$ cat config.mk
export PLATFORM = sky130hd
export DESIGN_NAME = link_byte_encoder_unit
export DESIGN_NICKNAME = d
export VERILOG_FILES = /design/src/sv/lbe_pkg.sv /design/src/sv/lbe_front.sv /design/src/sv/lbe_queue.sv /design/src/sv/lbe_back.sv /design/src/sv/link_byte_encoder_unit.sv
export SDC_FILE = /design/constraint.sdc
export NUM_CORES = 1
export LEC_CHECK = 0
export ABC_AREA = 1
export BUFFER_PORTS_ARGS = -buffer_cell sky130_fd_sc_hd__buf_4
export CORE_ASPECT_RATIO = 0.9
export CORE_MARGIN = 5
export CORE_UTILIZATION = 55
export DETAILED_ROUTE_END_ITERATION = 8
export PLACE_DENSITY_LB_ADDON = 0.2
export SLEW_MARGIN = 10
export SYNTH_ARGS = -nofsm -noshare
export SYNTH_HDL_FRONTEND = slang
export SYNTH_SLANG_ARGS = --single-unit
$ cat constraint.sdc
create_clock -name clk -period 6.41 [get_ports clk]
set_input_delay 1.282 -clock clk [delete_from_list [all_inputs] [get_ports clk]]
set_output_delay 1.282 -clock clk [all_outputs]
set_load 0.02 [all_outputs]
$ cat src/sv/lbe_pkg.sv
package lbe_pkg;

  // Input item kinds, as carried on the slave tuser.
  localparam logic [2:0] KIND_CHECKED = 3'd0;
  localparam logic [2:0] KIND_DELAY   = 3'd1;
  localparam logic [2:0] KIND_HEADER  = 3'd2;
  localparam logic [2:0] KIND_PAYLOAD = 3'd3;
  localparam logic [2:0] KIND_BLOCK   = 3'd4;

  // Register indexes on the configuration port (word address bits).
  localparam logic [1:0] REG_SYNC_MODE      = 2'd0;
  localparam logic [1:0] REG_FAST_MODE      = 2'd1;
  localparam logic [1:0] REG_OPEN_BUS_LEVEL = 2'd2;

  localparam logic [7:0] SIGNATURE_BYTE  = 8'hd3;
  localparam logic [7:0] OPEN_BUS_RESET  = 8'd64;
  localparam logic [7:0] DELAY_RAW_BYTE  = 8'hff;
  localparam logic [8:0] CHECK_INVERT    = 9'h0ff;

  // One step of work for the back end. Every checked kind may be preceded
  // by a sync preamble byte, which the back end inserts on its own.
  typedef enum logic [2:0] {
    UOP_RAW,        // delay byte, no state change
    UOP_CHK_LIT,    // checked byte of the literal
    UOP_CHK_NCHK,   // checked byte of the inverted check (async header tail)
    UOP_CHK_SIG,    // invert the check, then checked signature literal
    UOP_CHK_PAR,    // checked byte of literal XOR check (async block parity)
    UOP_CHK_ZSETOP, // checked zero, then the check takes the literal opcode
    UOP_CHAIN,      // fast-sync payload byte through the rotate chain
    UOP_CHAIN_LAST  // as above, final byte folds the carry
  } uop_kind_t;

  typedef struct packed {
    uop_kind_t  kind;
    logic [7:0] lit;
    logic       last;
  } uop_t;

  typedef struct packed {
    logic       sync_mode;
    logic       fast_mode;
    logic [7:0] open_bus_level;
  } cfg_t;

  // Every set bit i of the level XORs 0xff << i in; the upper bits fold
  // down by nine places.
  function automatic logic [8:0] chain_mask(input logic [7:0] level);
    logic [15:0] m;
    m = '0;
    for (int i = 0; i < 8; i++) begin
      if (level[i]) begin
        m = m ^ (16'h00ff << i);
      end
    end
    m = m ^ (m >> 9);
    return m[8:0];
  endfunction

  // Wire form of a byte: bit-reversed, then inverted.
  function automatic logic [7:0] wire_byte(input logic [7:0] v);
    logic [7:0] r;
    for (int i = 0; i < 8; i++) begin
      r[7 - i] = ~v[i];
    end
    return r;
  endfunction

endpackage

$ cat src/sv/lbe_front.sv
module lbe_front (
  input  logic          clk,
  input  logic          rst,
  input  lbe_pkg::cfg_t cfg,
  input  logic          in_valid,
  output logic          in_ready,
  input  logic [2:0]    in_kind,
  input  logic [7:0]    in_data,
  input  logic [7:0]    in_op,
  input  logic [15:0]   in_addr,
  input  logic [8:0]    in_len,
  input  logic          in_indexed,
  input  logic          in_is_last,
  input  logic [7:0]    in_parity,
  output logic          uop_valid,
  input  logic          uop_ready,
  output lbe_pkg::uop_t uop
);
  import lbe_pkg::*;

  logic        hold_valid;
  logic [2:0]  hold_kind;
  logic [7:0]  hold_data;
  logic [7:0]  hold_op;
  logic [15:0] hold_addr;
  logic [7:0]  hold_xlo;
  logic        hold_len_zero;
  logic        hold_is_last;
  logic [7:0]  hold_parity;
  logic [2:0]  step;

  logic [15:0] offset;
  logic [2:0]  n_steps;
  logic        done;

  // 256 - length, modulo 65536; only its low byte goes on the wire.
  assign offset = 16'd256 - {7'b0, in_len};

  always_comb begin
    n_steps  = 3'd0;
    uop.kind = UOP_CHK_LIT;
    uop.lit  = hold_data;
    case (hold_kind)
      KIND_CHECKED: begin
        n_steps = 3'd1;
      end
      KIND_DELAY: begin
        n_steps  = 3'd1;
        uop.kind = UOP_RAW;
      end
      KIND_HEADER: begin
        n_steps = hold_len_zero ? 3'd0 : 3'd5;
        case (step)
          3'd0: uop.lit = cfg.sync_mode ? hold_op : ~hold_op;
          3'd1: uop.lit = hold_addr[7:0];
          3'd2: uop.lit = hold_addr[15:8];
          3'd3: uop.lit = hold_xlo;
          default: begin
            if (!cfg.sync_mode) begin
              uop.kind = UOP_CHK_NCHK;
              uop.lit  = 8'h00;
            end else if (cfg.fast_mode && hold_op[7]) begin
              uop.kind = UOP_CHK_ZSETOP;
              uop.lit  = hold_op;
            end else begin
              uop.lit = 8'h00;
            end
          end
        endcase
      end
      KIND_PAYLOAD: begin
        n_steps = 3'd1;
        if (cfg.sync_mode && cfg.fast_mode) begin
          uop.kind = hold_is_last ? UOP_CHAIN_LAST : UOP_CHAIN;
        end
      end
      KIND_BLOCK: begin
        n_steps = cfg.sync_mode ? 3'd0 : 3'd2;
        if (step == 3'd0) begin
          uop.kind = UOP_CHK_SIG;
          uop.lit  = SIGNATURE_BYTE;
        end else begin
          uop.kind = UOP_CHK_PAR;
          uop.lit  = hold_parity;
        end
      end
      default: begin
        n_steps = 3'd0;
      end
    endcase
    uop.last = (step == n_steps - 3'd1);
  end

  assign uop_valid = hold_valid && (n_steps != 3'd0);
  assign done      = hold_valid && ((n_steps == 3'd0) || (uop_ready && uop.last));
  assign in_ready  = !hold_valid || done;

  always_ff @(posedge clk) begin
    if (rst) begin
      hold_valid <= 1'b0;
      step       <= 3'd0;
    end else if (in_valid && in_ready) begin
      hold_valid    <= 1'b1;
      step          <= 3'd0;
      hold_kind     <= in_kind;
      hold_data     <= in_data;
      hold_op       <= in_op;
      hold_addr     <= in_indexed ? (in_addr - offset) : in_addr;
      hold_xlo      <= offset[7:0];
      hold_len_zero <= (in_len == 9'd0);
      hold_is_last  <= in_is_last;
      hold_parity   <= in_parity;
    end else if (done) begin
      hold_valid <= 1'b0;
    end else if (uop_valid && uop_ready) begin
      step <= step + 3'd1;
    end
  end

  a_hold_keeps_item: assert property (@(posedge clk) disable iff (rst)
    (hold_valid && !done) |=> (hold_valid && $stable(hold_kind)))
    else $error("front dropped an item before its last step was queued");

endmodule

$ cat src/sv/lbe_queue.sv
module lbe_queue #(
  parameter int DEPTH = 4
) (
  input  logic          clk,
  input  logic          rst,
  input  logic          push_valid,
  output logic          push_ready,
  input  lbe_pkg::uop_t push_data,
  output logic          pop_valid,
  input  logic          pop_ready,
  output lbe_pkg::uop_t pop_data
);
  import lbe_pkg::*;

  localparam int PW = $clog2(DEPTH);
  localparam int CW = $clog2(DEPTH + 1);

  uop_t          entries [DEPTH];
  logic [PW-1:0] wr_ptr;
  logic [PW-1:0] rd_ptr;
  logic [CW-1:0] count;
  logic          push_fire;
  logic          pop_fire;

  assign push_ready = (count != CW'(DEPTH));
  assign pop_valid  = (count != '0);
  assign pop_data   = entries[rd_ptr];
  assign push_fire  = push_valid && push_ready;
  assign pop_fire   = pop_valid && pop_ready;

  always_ff @(posedge clk) begin
    if (push_fire) begin
      entries[wr_ptr] <= push_data;
    end
  end

  always_ff @(posedge clk) begin
    if (rst) begin
      wr_ptr <= '0;
      rd_ptr <= '0;
      count  <= '0;
    end else begin
      if (push_fire) begin
        wr_ptr <= (wr_ptr == PW'(DEPTH - 1)) ? '0 : wr_ptr + PW'(1);
      end
      if (pop_fire) begin
        rd_ptr <= (rd_ptr == PW'(DEPTH - 1)) ? '0 : rd_ptr + PW'(1);
      end
      if (push_fire && !pop_fire) begin
        count <= count + CW'(1);
      end else if (pop_fire && !push_fire) begin
        count <= count - CW'(1);
      end
    end
  end

  a_count_bound: assert property (@(posedge clk) disable iff (rst)
    count <= CW'(DEPTH))
    else $error("queue fill count beyond its depth");

  a_count_up: assert property (@(posedge clk) disable iff (rst)
    (push_fire && !pop_fire) |=> (count == $past(count) + CW'(1)))
    else $error("queue fill count missed a push");

  a_count_down: assert property (@(posedge clk) disable iff (rst)
    (pop_fire && !push_fire) |=> (count == $past(count) - CW'(1)))
    else $error("queue fill count missed a pop");

endmodule

$ cat src/sv/lbe_back.sv
module lbe_back (
  input  logic          clk,
  input  logic          rst,
  input  lbe_pkg::cfg_t cfg,
  input  logic          uop_valid,
  output logic          uop_ready,
  input  lbe_pkg::uop_t uop,
  output logic          out_valid,
  input  logic          out_ready,
  output logic [7:0]    out_byte,
  output logic          out_last
);
  import lbe_pkg::*;

  logic [8:0] check;
  logic       pending;

  logic       advance;
  logic       is_chk;
  logic       preamble;
  logic [8:0] mask;
  logic [8:0] c_eff;
  logic [8:0] v;
  logic [8:0] chain_word;
  logic [8:0] sync_word;
  logic [7:0] raw;
  logic       last_next;
  logic [8:0] check_next;
  logic       pending_next;

  assign advance   = !out_valid || out_ready;
  assign is_chk    = uop.kind inside {UOP_CHK_LIT, UOP_CHK_NCHK, UOP_CHK_SIG,
                                      UOP_CHK_PAR, UOP_CHK_ZSETOP};
  // In sync mode the first checked byte follows a zero (fast: mask).
  assign preamble  = is_chk && pending && cfg.sync_mode;
  assign uop_ready = advance && !preamble;
  assign mask      = chain_mask(cfg.open_bus_level);

  always_comb begin
    if (pending) begin
      c_eff = '0;
    end else if (uop.kind == UOP_CHK_NCHK || uop.kind == UOP_CHK_SIG) begin
      c_eff = check ^ CHECK_INVERT;
    end else begin
      c_eff = check;
    end

    case (uop.kind)
      UOP_CHK_NCHK:   v = check ^ CHECK_INVERT;
      UOP_CHK_PAR:    v = {1'b0, uop.lit} ^ check;
      UOP_CHK_ZSETOP: v = '0;
      default:        v = {1'b0, uop.lit};
    endcase

    chain_word = {check[1:0], check[8:2]} ^ {1'b0, uop.lit} ^ mask;
    sync_word  = cfg.fast_mode ? (v ^ mask ^ c_eff) : (v ^ c_eff);

    raw          = DELAY_RAW_BYTE;
    last_next    = uop.last;
    check_next   = check;
    pending_next = pending;

    if (preamble) begin
      raw          = cfg.fast_mode ? mask[7:0] : 8'h00;
      last_next    = 1'b0;
      check_next   = '0;
      pending_next = 1'b0;
    end else begin
      case (uop.kind)
        UOP_RAW: begin
          raw = DELAY_RAW_BYTE;
        end
        UOP_CHAIN: begin
          raw        = chain_word[7:0];
          check_next = {chain_word[8], uop.lit};
        end
        UOP_CHAIN_LAST: begin
          raw        = chain_word[7:0];
          check_next = {1'b0, uop.lit} + {8'b0, chain_word[8]};
        end
        default: begin
          pending_next = 1'b0;
          if (!cfg.sync_mode) begin
            raw        = v[7:0];
            check_next = c_eff ^ v;
          end else begin
            raw        = sync_word[7:0];
            check_next = v;
          end
          if (uop.kind == UOP_CHK_ZSETOP) begin
            check_next = {1'b0, uop.lit};
          end
        end
      endcase
    end
  end

  always_ff @(posedge clk) begin
    if (rst) begin
      out_valid <= 1'b0;
      check     <= '0;
      pending   <= 1'b1;
    end else if (advance) begin
      out_valid <= uop_valid;
      if (uop_valid) begin
        out_byte <= wire_byte(raw);
        out_last <= last_next;
        check    <= check_next;
        pending  <= pending_next;
      end
    end
  end

  a_preamble_once: assert property (@(posedge clk) disable iff (rst)
    !pending |=> !pending)
    else $error("sync preamble armed again after the first checked byte");

  a_preamble_not_last: assert property (@(posedge clk) disable iff (rst)
    (advance && uop_valid && preamble) |=> (out_valid && !out_last))
    else $error("preamble byte was marked as the last of its item");

endmodule

$ cat src/sv/link_byte_encoder_unit.sv
// Link byte encoder: turns a stream of host-to-console command items into
// wire bytes, each one bit-reversed and inverted, in asynchronous, sync or
// sync-fast link encoding as set on the configuration port. A front stage
// takes one item per beat and expands it into byte steps, one step per cycle
// while the queue has room, into a short queue; a back stage pops one step
// per cycle unless the output stalls or a preamble goes first, applies the
// running check and the sync chain, and holds the wire byte in an output
// register, so a short stall on the output is soaked up by the queue
// before it holds up the input. Checked, delay and payload items make one
// byte step each, so a run of them streams one byte per cycle when nothing
// stalls. An operation header makes five byte steps and an asynchronous
// block start two; that expansion, one step per cycle, sets the input rate
// for them. The very first checked byte after reset in a sync mode is
// preceded by a preamble byte, which the back stage sends before it pops
// that step. Items that produce no bytes (zero length headers, block
// starts in sync mode, unknown kinds) leave the front with no byte step.
// Configuration should be written only while no bytes are in flight.
module link_byte_encoder_unit #(
  parameter int QUEUE_DEPTH = 4
) (
  input  logic        clk,
  input  logic        rst,
  // Input item stream.
  input  logic        s_axis_tvalid,
  output logic        s_axis_tready,
  // From bit 0: data_byte[7:0], op_code[15:8], address[31:16],
  // length[40:32], indexed[41], block_parity[49:42], zero pad[55:50].
  input  logic [55:0] s_axis_tdata,
  input  logic        s_axis_tlast,   // is_last
  input  logic [2:0]  s_axis_tuser,   // kind
  // Wire byte stream.
  output logic        m_axis_tvalid,
  input  logic        m_axis_tready,
  output logic [7:0]  m_axis_tdata,   // out_byte
  output logic        m_axis_tlast,   // last_of_run
  // Configuration port.
  input  logic        psel,
  input  logic        penable,
  input  logic        pwrite,
  input  logic [3:0]  paddr,
  input  logic [31:0] pwdata,
  output logic [31:0] prdata,
  output logic        pready
);
  import lbe_pkg::*;

  cfg_t cfg;
  logic uop_in_valid;
  logic uop_in_ready;
  uop_t uop_in;
  logic uop_out_valid;
  logic uop_out_ready;
  uop_t uop_out;
  logic cfg_write;

  // The port never stalls, and a write lands in the access phase.
  assign pready    = 1'b1;
  assign cfg_write = psel && penable && pwrite;

  always_ff @(posedge clk) begin
    if (rst) begin
      cfg.sync_mode      <= 1'b0;
      cfg.fast_mode      <= 1'b0;
      cfg.open_bus_level <= OPEN_BUS_RESET;
    end else if (cfg_write) begin
      case (paddr[3:2])
        REG_SYNC_MODE:      cfg.sync_mode      <= pwdata[0];
        REG_FAST_MODE:      cfg.fast_mode      <= pwdata[0];
        REG_OPEN_BUS_LEVEL: cfg.open_bus_level <= pwdata[7:0];
        default: ;
      endcase
    end
  end

  always_comb begin
    case (paddr[3:2])
      REG_SYNC_MODE:      prdata = {31'b0, cfg.sync_mode};
      REG_FAST_MODE:      prdata = {31'b0, cfg.fast_mode};
      REG_OPEN_BUS_LEVEL: prdata = {24'b0, cfg.open_bus_level};
      default:            prdata = '0;
    endcase
  end

  // Front: takes the item and lays out its byte steps.
  lbe_front u_front (
    .clk        (clk),
    .rst        (rst),
    .cfg        (cfg),
    .in_valid   (s_axis_tvalid),
    .in_ready   (s_axis_tready),
    .in_kind    (s_axis_tuser),
    .in_data    (s_axis_tdata[7:0]),
    .in_op      (s_axis_tdata[15:8]),
    .in_addr    (s_axis_tdata[31:16]),
    .in_len     (s_axis_tdata[40:32]),
    .in_indexed (s_axis_tdata[41]),
    .in_is_last (s_axis_tlast),
    .in_parity  (s_axis_tdata[49:42]),
    .uop_valid  (uop_in_valid),
    .uop_ready  (uop_in_ready),
    .uop        (uop_in)
  );

  // Queue of byte steps between the two stages.
  lbe_queue #(
    .DEPTH (QUEUE_DEPTH)
  ) u_queue (
    .clk        (clk),
    .rst        (rst),
    .push_valid (uop_in_valid),
    .push_ready (uop_in_ready),
    .push_data  (uop_in),
    .pop_valid  (uop_out_valid),
    .pop_ready  (uop_out_ready),
    .pop_data   (uop_out)
  );

  // Back: owns the running check and the preamble flag, and produces the
  // wire bytes into the output register.
  lbe_back u_back (
    .clk       (clk),
    .rst       (rst),
    .cfg       (cfg),
    .uop_valid (uop_out_valid),
    .uop_ready (uop_out_ready),
    .uop       (uop_out),
    .out_valid (m_axis_tvalid),
    .out_ready (m_axis_tready),
    .out_byte  (m_axis_tdata),
    .out_last  (m_axis_tlast)
  );

endmodule
==> run_results.csv, run 1 <==
group,metric,value,unit
critical_path,cp_common_cell,"nand2_1",
power,peakVddDrop,0.210,mV
cts,cts_root_buf,"clkbuf_16",
run_status,status,"finished clean",
critical_path,reg2reg_slack,3070,ps
cts,clkTransAtPathRegs,60,ps
placement,dp.cells,1450,
global_route,antenna_found_initial,0,
floorplanning,die_area,19900,um^2
power,power_leakage,0.00472,uW
synthesis,synth_ff_type,"edfxtp_1",
cts,cts-htree-levels,4,
power,p_total,4680,uW
timing,period_share,64.7,%
critical_path,worstPathArrival,4320,ps
floorplanning,placementRows,45,
cts,clkSinkCount,144,
power,swShare,45.1,%
drt,vias,8259,
timing,finalHoldViolCount,0,
critical_path,crit_family,"simple AND/OR/NAND/NOR gates",
flow_run,drv_cap,0,
power,combPwrFrac,52.1,%
power,clkPwrFrac,22.0,%
power,power_frac_seq,25.9,%
floorplanning,core-area,16900,um^2
drt,drtIter0Drc,801,
drt,drt-total-wl,23500,um
drt,dr.pass1.iters,5,
critical_path,end_kind,"register",
cells_and_area,fin_nets,1395,
synthesis,synth_area_leaders,"edfxtp_1 35%, nand2_1 13%, dfxtp_1 7.2%",
synthesis,ys_warn_count,0,
placement,hpwl,17700,um
global_route,grt_pass1_wl,38500,um
synthesis,synth_cell_types,51,
cts,cts_resized,0,
cells_and_area,fin_cells,1482,
critical_path,worstPathRequired,6580,ps
critical_path,worst-path-max-fanout,8,
cts,cts_tree,"built",
hold_path,worstHoldPathType,"register to register",
cells_and_area,area_growth,14.0,%
drt,via_per_inst,5.57,
cells_and_area,final_common_cell,"nand2_1",
synthesis,async_reset_ff_share,0,%
cells_and_area,drive_above_1_share,16.0,%
synthesis,synth_top_area_cell,"edfxtp_1",
critical_path,critPathBufInv,2,
cts,ctsHoldBuffers,0,
critical_path,worstSetupStartpointType,"input pin",
synthesis,syn_avg_cell_area,8.07,um^2
drt,ant_nets,0,
floorplanning,start_util,55.9,%
timing,max-slew-margin-rel,18.5,%
placement,io_buffer_count,89,
timing,setup_violations,0,
global_route,grt_max_degree,54,
floorplanning,die_w,148,um
cts,post_cts_buffers,0,
global_route,grt.overflow.total,0,
timing,final-max-slew-violation-count,0,
synthesis,synth.ff_latch_count,144,
critical_path,criticalPathCategory,"input pin to register",
critical_path,crit_path_top_delay_cell,"nor3b_1",
global_route,grt_use_met1,35.8,%
timing,fin_worst_skew,11.3,ps
floorplanning,die_h,134,um
timing,rsz0062_at_grt,"no",
synthesis,syn_inst,1171,
global_route,grtUsageMet2,36.5,%
cts,clock_latency,420,ps
timing,tns,0,ps
critical_path,cp_slowest_stage_delay,410,ps
cts,cts_buffers,17,
power,p_int,2570,uW
power,p_per_area,435,nW/um^2
global_route,first_global_vias,7754,
global_route,top_usage_layer,"met2",
global_route,grt_usage,24.3,%
drt,drc,0,
synthesis,netlist_area,9450,um^2
synthesis,ys_seq_area_share,42.2,%
power,switching_power,2110,uW
synthesis,synth_edf_count,110,
timing,worst_hold_slack,504,ps
critical_path,cp_cell_sequence,"buf_4 > nor3_1 > inv_1 > nor3_1 > nor3b_1 > nand2_1 > nand2_1 > ha_1 > a21o_1 > a31oi_1 > nand3_1 > nand2_1 > nand2_1 > a21o_1 > or2_2 > nand3_1 > nand2_1",
synthesis,synth_top_area_share,35.0,%
cells_and_area,diodes,0,
timing,period_minus_slack,4150,ps
drt,avgRoutedWirePerCell,15.9,um
timing,tightest_slew,1220,ps
cells_and_area,mostFrequentLayoutCells,"333 x nand2_1, 117 x nand3_1, 110 x edfxtp_1",
floorplanning,ios,147,
timing,clock.fmax,0.241,GHz
placement,gp_congestion,0.996,
cts,clockBufferDepth,2,
global_route,grt.met3_usage,4.86,%
[area by class of cell]
cell class | instances | area (um^2)
Sequential cell | 144 | 3980
Fill cell | 1492 | 6120
Inverter | 123 | 474
Multi-Input combinational cell | 877 | 4730
Timing Repair Buffer | 95 | 713
Clock inverter | 8 | 130
Clock buffer | 24 | 482
Tap cell | 211 | 264
[flip-flops by register name, indices dropped and copies added, names as in the netlist, 9 cells and up, named ones only]
signal	cells
u_front.hold_addr	16
cfg	10
u_back.check	9
u_queue.entries	48
[Yosys cell counts (9+ instances only)]
| cell type | number |
|---|---|
| a21oi_1 | 55 |
| inv_1 | 107 |
| xor2_1 | 33 |
| nand2_2 | 20 |
| nand2_1 | 333 |
| dfxtp_1 | 34 |
| nand3_2 | 18 |
| clkbuf_1 | 11 |
| nor2_1 | 67 |
| edfxtp_1 | 110 |
| nand2_4 | 9 |
| buf_4 | 26 |
| nand4_1 | 22 |
| nand3_1 | 117 |
| xnor2_1 | 12 |
| ha_1 | 32 |
| o21ai_0 | 58 |
[kinds of logic after synthesis]
kind of cell,count (synthesis),synth area share (%)
buffers and inverters,173,8.82
AOI/OAI and AO/OA,157,9.68
and+or+nand+nor,616,30.4
adders and majority gates,34,4.66
other,2,0.0795
DFF,144,42.2
xor gates and xnor gates,45,4.17
[stage by stage]
stage,area [um^2],setup WS [ps],utilization [%]
floorplan,9540,1320,-
global placement,10200,1900,60.2
detailed placement,10200,1840,60.2
CTS,10800,2280,63.8
global route,10800,2020,63.8
finish,10800,2260,63.8
[tightest hold or removal path: cells and delay by family, from the launching register on]
kind               cells  cell delay (ps)
DFF                    1              330
AOI/OAI and AO/OA      1               60
and+or+nand+nor        1               70
[per-layer routing]
layer  share of wire, %  routed length, um  vias to the layer above
met5                  0                  0                        -
met4                1.6                365                        0
met3                8.6               2020                       35
met2                 44              10400                      345
met1                 46              10800                     3818
li1                   -                  -                     4061
[worst paths after layout]
check	depth (start not counted)	start	to
setup / recovery	17	s_axis_tdata[32]	u_front.hold_addr[14]
hold / removal	2	u_back.check[1]	u_back.check[1]
setup reg to reg	11	u_front.hold_kind[1]	u_front.hold_parity[1]
hold reg to reg	2	u_back.check[1]	u_back.check[1]
[power by group through the flow]
| stage | sequential (uW) | combinational [uW] | clock (uW) |
|---|---|---|---|
| after floorplan | 1260 | 1830 | 0 |
| final | 1210 | 2440 | 1030 |
| after detailed placement | 1230 | 2380 | 0 |
| after CTS | 1210 | 2400 | 1040 |
| after global routing | 1230 | 2710 | 1080 |
| after global placement | 1230 | 2340 | 0 |
Power figures use the tool's default switching activity.
==> run 2, diff against run 1 <==
--- a/config.mk
+++ b/config.mk
@@ -5,7 +5,7 @@
 export SDC_FILE = /design/constraint.sdc
 export NUM_CORES = 1
 export LEC_CHECK = 0
-export ABC_AREA = 1
+export ABC_AREA = 0
 export BUFFER_PORTS_ARGS = -buffer_cell sky130_fd_sc_hd__buf_4
 export CORE_ASPECT_RATIO = 0.9
 export CORE_MARGIN = 5
==> constraint.sdc (replaced) <==
create_clock -name clk -period 4.2 [get_ports clk]
set_input_delay 0.84 -clock clk [delete_from_list [all_inputs] [get_ports clk]]
set_output_delay 0.84 -clock clk [all_outputs]
set_load 0.02 [all_outputs]
==> run 2 against run 1 <==
Wire length fell by 6.8%. Core utilization shrank 0.089 points. Count of clock-buffer cells in the layout increased by 4. Global-route usage down 1.7 points. Sequential share of layout area up 0.43 points. Synthesized cell count shrank 23%. Clock power grew 53%. Cell count decreased by 19%. Register-to-register slack worse by 2600 ps. Critical path type is now register to register. Critical endpoint is now u_queue.count[2].
==> run_results.csv, run 2 <==
group,metric,value,unit
run_status,status,"finished clean",
power,p_per_area,587,nW/um^2
global_route,grt_max_degree,54,
flow_run,drv_cap,0,
drt,avgRoutedWirePerCell,18.3,um
power,swShare,37.8,%
timing,final-max-slew-violation-count,0,
drt,drt-total-wl,21900,um
cts,cts_tree,"built",
synthesis,syn_inst,898,
cells_and_area,mostFrequentLayoutCells,"110 x edfxtp_1, 109 x buf_4, 72 x o21ai_0",
power,p_int,3890,uW
critical_path,worstPathArrival,4090,ps
floorplanning,placementRows,45,
global_route,antenna_found_initial,0,
power,combPwrFrac,43.2,%
global_route,grt.overflow.total,0,
synthesis,yosys-top-cells-count,"110 x edfxtp_1, 72 x o21ai_0, 63 x a21oi_1, 60 x nand2_1, 48 x nor2_1",
synthesis,ys_warn_count,0,
cts,clockBufferDepth,2,
timing,clock.fmax,0.268,GHz
global_route,first_global_vias,6817,
global_route,grt_pass1_wl,35200,um
critical_path,r2r_cells,11,
floorplanning,die_area,19500,um^2
floorplanning,core-area,16700,um^2
cells_and_area,diodes,0,
cells_and_area,reg_top3,"u_queue.entries: 48 flops, u_front.hold_addr: 16 flops, cfg: 10 flops",
synthesis,synth.most_common_cell,"edfxtp_1",
cells_and_area,drive_above_1_share,18.9,%
cells_and_area,area_growth,15.2,%
cts,cts-htree-levels,4,
placement,gp_congestion,0.917,
cells_and_area,largest_reg_flops,48,
timing,max-slew-margin-rel,32.4,%
timing,rsz0062_at_grt,"no",
synthesis,synth.ff_latch_count,144,
timing,period_share,88.9,%
power,power_leakage,0.00411,uW
hold_path,worstHoldPathType,"register to register",
cts,ctsHoldBuffers,0,
global_route,grt_usage,22.6,%
cells_and_area,largest_register,"u_queue.entries",
power,peakVddDrop,0.268,mV
power,power_frac_seq,31.5,%
synthesis,synth_ff_type,"edfxtp_1",
power,switching_power,2360,uW
critical_path,worstSetupStartpointType,"register",
timing,setup_violations,0,
cts,post_cts_buffers,0,
floorplanning,start_util,55.3,%
timing,finalHoldViolCount,0,
synthesis,synth_top_area_cell,"edfxtp_1",
critical_path,worstPathRequired,4560,ps
synthesis,synth_cell_types,73,
floorplanning,die_h,133,um
synthesis,synth_area_leaders,"edfxtp_1 36%, dfxtp_1 7.4%, ha_1 4.3%",
timing,tns,0,ps
hold_path,min_delay_path_depth,2,
critical_path,worst-path-max-fanout,16,
floorplanning,die_w,147,um
drt,drtIter0Drc,694,
cts,cts_buffers,17,
power,p_total,6250,uW
drt,dr.pass1.iters,6,
drt,ant_nets,0,
floorplanning,ios,147,
cells_and_area,final_common_cell,"edfxtp_1",
cts,clkTransAtPathRegs,60,ps
cts,clock_latency,420,ps
power,clkPwrFrac,25.3,%
synthesis,synth_edf_count,110,
drt,drc,0,
cts,cts_root_buf,"clkbuf_16",
drt,via_per_inst,6.04,
critical_path,end_kind,"register",
cells_and_area,fin_nets,1110,
placement,io_buffer_count,89,
timing,fin_worst_skew,8.01,ps
timing,tightest_slew,1010,ps
synthesis,netlist_area,9250,um^2
synthesis,ys_seq_area_share,43.1,%
cts,cts_resized,0,
cts,clkSinkCount,144,
synthesis,async_reset_ff_share,0,%
timing,period_minus_slack,3740,ps
synthesis,syn_avg_cell_area,10.3,um^2
synthesis,synth_top_area_share,35.7,%
critical_path,criticalPathCategory,"register to register",
drt,vias,7226,
placement,hpwl,15700,um
## run 2: layer usage
metal | up-vias | global-route usage (%) | share of wire (%)
met3 | 30 | 4.14 | 8.4
li1 | 3445 | - | -
met1 | 3415 | 32.6 | 44
met2 | 336 | 35.1 | 46
met4 | 0 | 6.48 | 1.6
met5 | - | 0 | 0
## run 2: power groups by stage
stage,registers [uW],logic [uW],clock network [uW]
6_report,1970,2700,1580
3_5_place_dp,1990,2630,0
5_1_grt,1990,2960,1660
3_3_place_gp,1980,2590,0
2_1_floorplan,1890,2140,0
4_1_cts,1960,2660,1590
## run 2: final timing paths
kind / startpoint / end / slack (ps)
worst max-delay path: register / u_queue.count[2] / 460
worst min-delay path: u_back.check[8] / u_back.check[8] / 520
worst max register to register: register / u_queue.count[2] / 460
worst min register to register: u_back.check[8] / u_back.check[8] / 520
## run 2: area by class of cell
cell class | count | area, um^2
timing repair buffer | 110 | 838
multi-input combinational | 660 | 4780
inverter | 40 | 150
sequential | 144 | 3980
fill | 1362 | 6070
clock inverter | 4 | 26.3
clock buffer | 28 | 613
tap | 211 | 264
## run 2: worst max-delay path, cell delays in order, from the launching register on
cell and delay [ps]:
dfxtp_1 590, mux4_2 740, clkinv_1 250, nor2_1 100, or2_1 260, o21bai_1 370
ha_1 280, inv_1 60, fa_1 380, xor2_1 180, or3_1 310, a21oi_1 140
## run 2: cell families (layout without fill, tap and decap cells)
logic type               count (synthesis)  in the layout  synth area share, %
AO/OA/AOI/OAI                          260            260                 19.0
XOR/XNOR                                81             81                 8.46
adder cells (fa/ha/maj)                 34             34                 4.76
buffers and inverters                  117            182                 6.29
flip-flops                             144            144                 43.1
multiplexers                            40             40                 6.12
other                                    2             25               0.0812
AND/OR/NAND/NOR                        220            220                 12.2
## run 2: through the flow
step / hold slack [ps] / setup slack, ps / cells / util [%] / area, um^2
floorplan: 467 / 38.1 / 921 / - / 9340
global placement: 492 / 106 / 1165 / 59.9 / 10000
detailed placement: 501 / 126 / 1165 / 59.9 / 10000
CTS: 521 / 455 / 1197 / 63.7 / 10700
global route: 571 / 231 / 1197 / 63.7 / 10700
finish: 523 / 464 / 1197 / 63.7 / 10700
==> run 3, diff against run 2 <==
--- a/config.mk
+++ b/config.mk
@@ -7,10 +7,11 @@
 export LEC_CHECK = 0
 export ABC_AREA = 0
 export BUFFER_PORTS_ARGS = -buffer_cell sky130_fd_sc_hd__buf_4
-export CORE_ASPECT_RATIO = 0.9
+export CORE_ASPECT_RATIO = 0.6
 export CORE_MARGIN = 5
 export CORE_UTILIZATION = 55
 export DETAILED_ROUTE_END_ITERATION = 8
+export HOLD_SLACK_MARGIN = 0.1
 export PLACE_DENSITY_LB_ADDON = 0.2
 export SLEW_MARGIN = 10
 export SYNTH_ARGS = -nofsm -noshare
==> run 3 against run 2 <==
Core utilization up 1.1 points. Wire length increased by 8.3%. Sequential share of layout area up 0.19 points. Die area up 0.42%. Clock power shrank 9%. Cell area shrank 0.52%. Total power is 0.54% lower. Global-route usage rose by 1.3 points. Combinational power increased by 6%. Count of clock-buffer cells in the layout is 11 lower. Critical endpoint is now u_front.hold_addr[15]. Largest power group unchanged. Highest routed layer unchanged.
==> run_results.csv, run 3 (same netlist as run 2, synthesis figures left out) <==
group,metric,value,unit
cts,post_cts_buffers,0,
power,peakVddDrop,0.438,mV
cells_and_area,final_common_cell,"buf_4",
timing,period_share,89.6,%
timing,clock.fmax,0.266,GHz
critical_path,worstPathRequired,4460,ps
placement,hpwl,17300,um
floorplanning,die_area,19600,um^2
timing,max-slew-margin-rel,35.8,%
cells_and_area,largest_register,"u_queue.entries",
timing,final-max-slew-violation-count,0,
timing,finalHoldViolCount,0,
critical_path,crit_path_top_delay_cell,"or4_1",
cells_and_area,largest_reg_flops,48,
global_route,grt.overflow.total,0,
placement,pre_cts_slack,73.5,ps
critical_path,cp_slowest_stage_delay,550,ps
timing,layout_setup_ws,438,ps
cts,cts-htree-levels,4,
cts,clockBufferDepth,2,
floorplanning,ios,147,
global_route,antenna_found_initial,0,
power,power_leakage,0.00407,uW
cells_and_area,fin_util,64.8,%
critical_path,worstSetupStartpointType,"input pin",
power,p_per_area,587,nW/um^2
drt,ant_nets,0,
cts,clock_latency,430,ps
cts,ctsHoldBuffers,0,
timing,fin_worst_skew,14.1,ps
cts,clkTransAtPathRegs,60,ps
cts,cts_tree,"built",
drt,avgRoutedWirePerCell,19.5,um
floorplanning,placementRows,36,
critical_path,worstPathArrival,4020,ps
flow_run,drv_cap,0,
cells_and_area,diodes,0,
timing,rsz0062_at_grt,"no",
drt,via_per_inst,6.12,
cts,cts_buffers,17,
placement,gp_congestion,0.934,
global_route,first_global_vias,6774,
timing,setup_violations,0,
drt,dr.pass1.iters,6,
drt,drt-total-wl,23700,um
run_status,status,"finished clean",
critical_path,end_kind,"register",
cells_and_area,mostFrequentLayoutCells,"111 x buf_4, 110 x edfxtp_1, 72 x o21ai_0",
power,p_total,6220,uW
cells_and_area,drive_above_1_share,19.2,%
cells_and_area,reg_top3,"u_queue.entries: 48 flops, u_front.hold_addr: 16 flops, cfg: 10 flops",
floorplanning,die_h,110,um
global_route,grt_usage,23.9,%
critical_path,criticalPathCategory,"input pin to register",
global_route,grt_max_degree,54,
cells_and_area,area_growth,14.6,%
cts,cts_resized,0,
critical_path,crit_family,"simple AND/OR/NAND/NOR gates",
cts,cts_root_buf,"clkbuf_16",
timing,period_minus_slack,3760,ps
drt,drtIter0Drc,1015,
cells_and_area,fin_nets,1112,
timing,worst_hold_slack,529,ps
cts,clkSinkCount,144,
critical_path,worst-path-max-fanout,5,
hold_path,worstHoldPathType,"register to register",
floorplanning,core-area,16400,um^2
floorplanning,start_util,56.6,%
timing,tns,0,ps
critical_path,cp_cell_sequence,"buf_4 > or4_1 > nor4_1 > inv_1 > o21ai_1 > ha_1 > a21oi_1 > o21ai_0 > a21oi_1 > o21ai_0 > or3_1 > or4_1 > o2111ai_1",
floorplanning,die_w,177,um
drt,drc,0,
critical_path,critPathBufInv,2,
timing,tightest_slew,960,ps
global_route,grt_pass1_wl,37200,um
drt,vias,7436,
placement,io_buffer_count,89,
==> run 3: changes by cell type in the layout (fill, tap and decap cells not counted) <==
| cell | before | now |
|---|---|---|
| inv_8 | 0 | 2 |
| clkinvlp_4 | 1 | 2 |
| clkinv_4 | 0 | 1 |
| inv_6 | 1 | 7 |
| clkbuf_8 | 4 | 0 |
| clkbuf_16 | 22 | 17 |
| buf_4 | 109 | 111 |
| clkinv_2 | 2 | 3 |
| clkbuf_1 | 2 | 0 |
==> run 3: cell type report <==
| cell class | instances | area (um^2) |
|---|---|---|
| multi-input combinational | 660 | 4780 |
| inverter | 40 | 150 |
| sequential | 144 | 3980 |
| tap | 228 | 285 |
| timing repair buffer | 112 | 853 |
| clock buffer | 17 | 425 |
| fill | 1312 | 5750 |
| clock inverter | 15 | 123 |
==> run 3: final timing paths <==
path / endpoint / cells past startpoint / slack [ps] / startpoint
min reg2reg: u_back.check[8] / 2 / 530 / u_back.check[8]
max reg2reg: u_back.check[6] / 10 / 490 / cfg[1]
min: u_back.check[8] / 2 / 530 / u_back.check[8]
max: u_front.hold_addr[15] / 13 / 440 / s_axis_tdata[34]
==> run 3: power breakdown <==
part	leakage [uW]	switching [uW]	internal [uW]
Sequential	0.00129	186	1740
Clock	0.000269	658	773
Combinational	0.00251	1700	1150
Total	0.00407	2550	3670
==> run 3: stage by stage <==
stage	std cells	instance area, um^2
final	1216	10600
after global routing	1216	10600
after CTS	1216	10600
after detailed placement	1184	10000
after global placement	1184	10000
after floorplan	921	9340
==> run 3: worst reg2reg max path, cell delays in order (launching register included) <==
cell and delay (ps):
dfxtp_1 380, xnor2_1 380, xnor3_1 560, xnor2_1 500, ha_1 260, ha_1 220
and3_1 220, nor3b_1 500, a21oi_1 140, a311oi_1 280, o21ai_0 120
==> run 3: routing by layer <==
| metal | up-vias | track usage [%] | share of wire (%) | wire, um |
|---|---|---|---|---|
| li1 | 3453 | - | - | - |
| met1 | 3502 | 40.6 | 48 | 11400 |
| met2 | 457 | 29.5 | 38 | 9040 |
| met3 | 24 | 7.14 | 13 | 3110 |
| met4 | 0 | 3.91 | 0.75 | 178 |
| met5 | - | 0 | 0 | 0 |
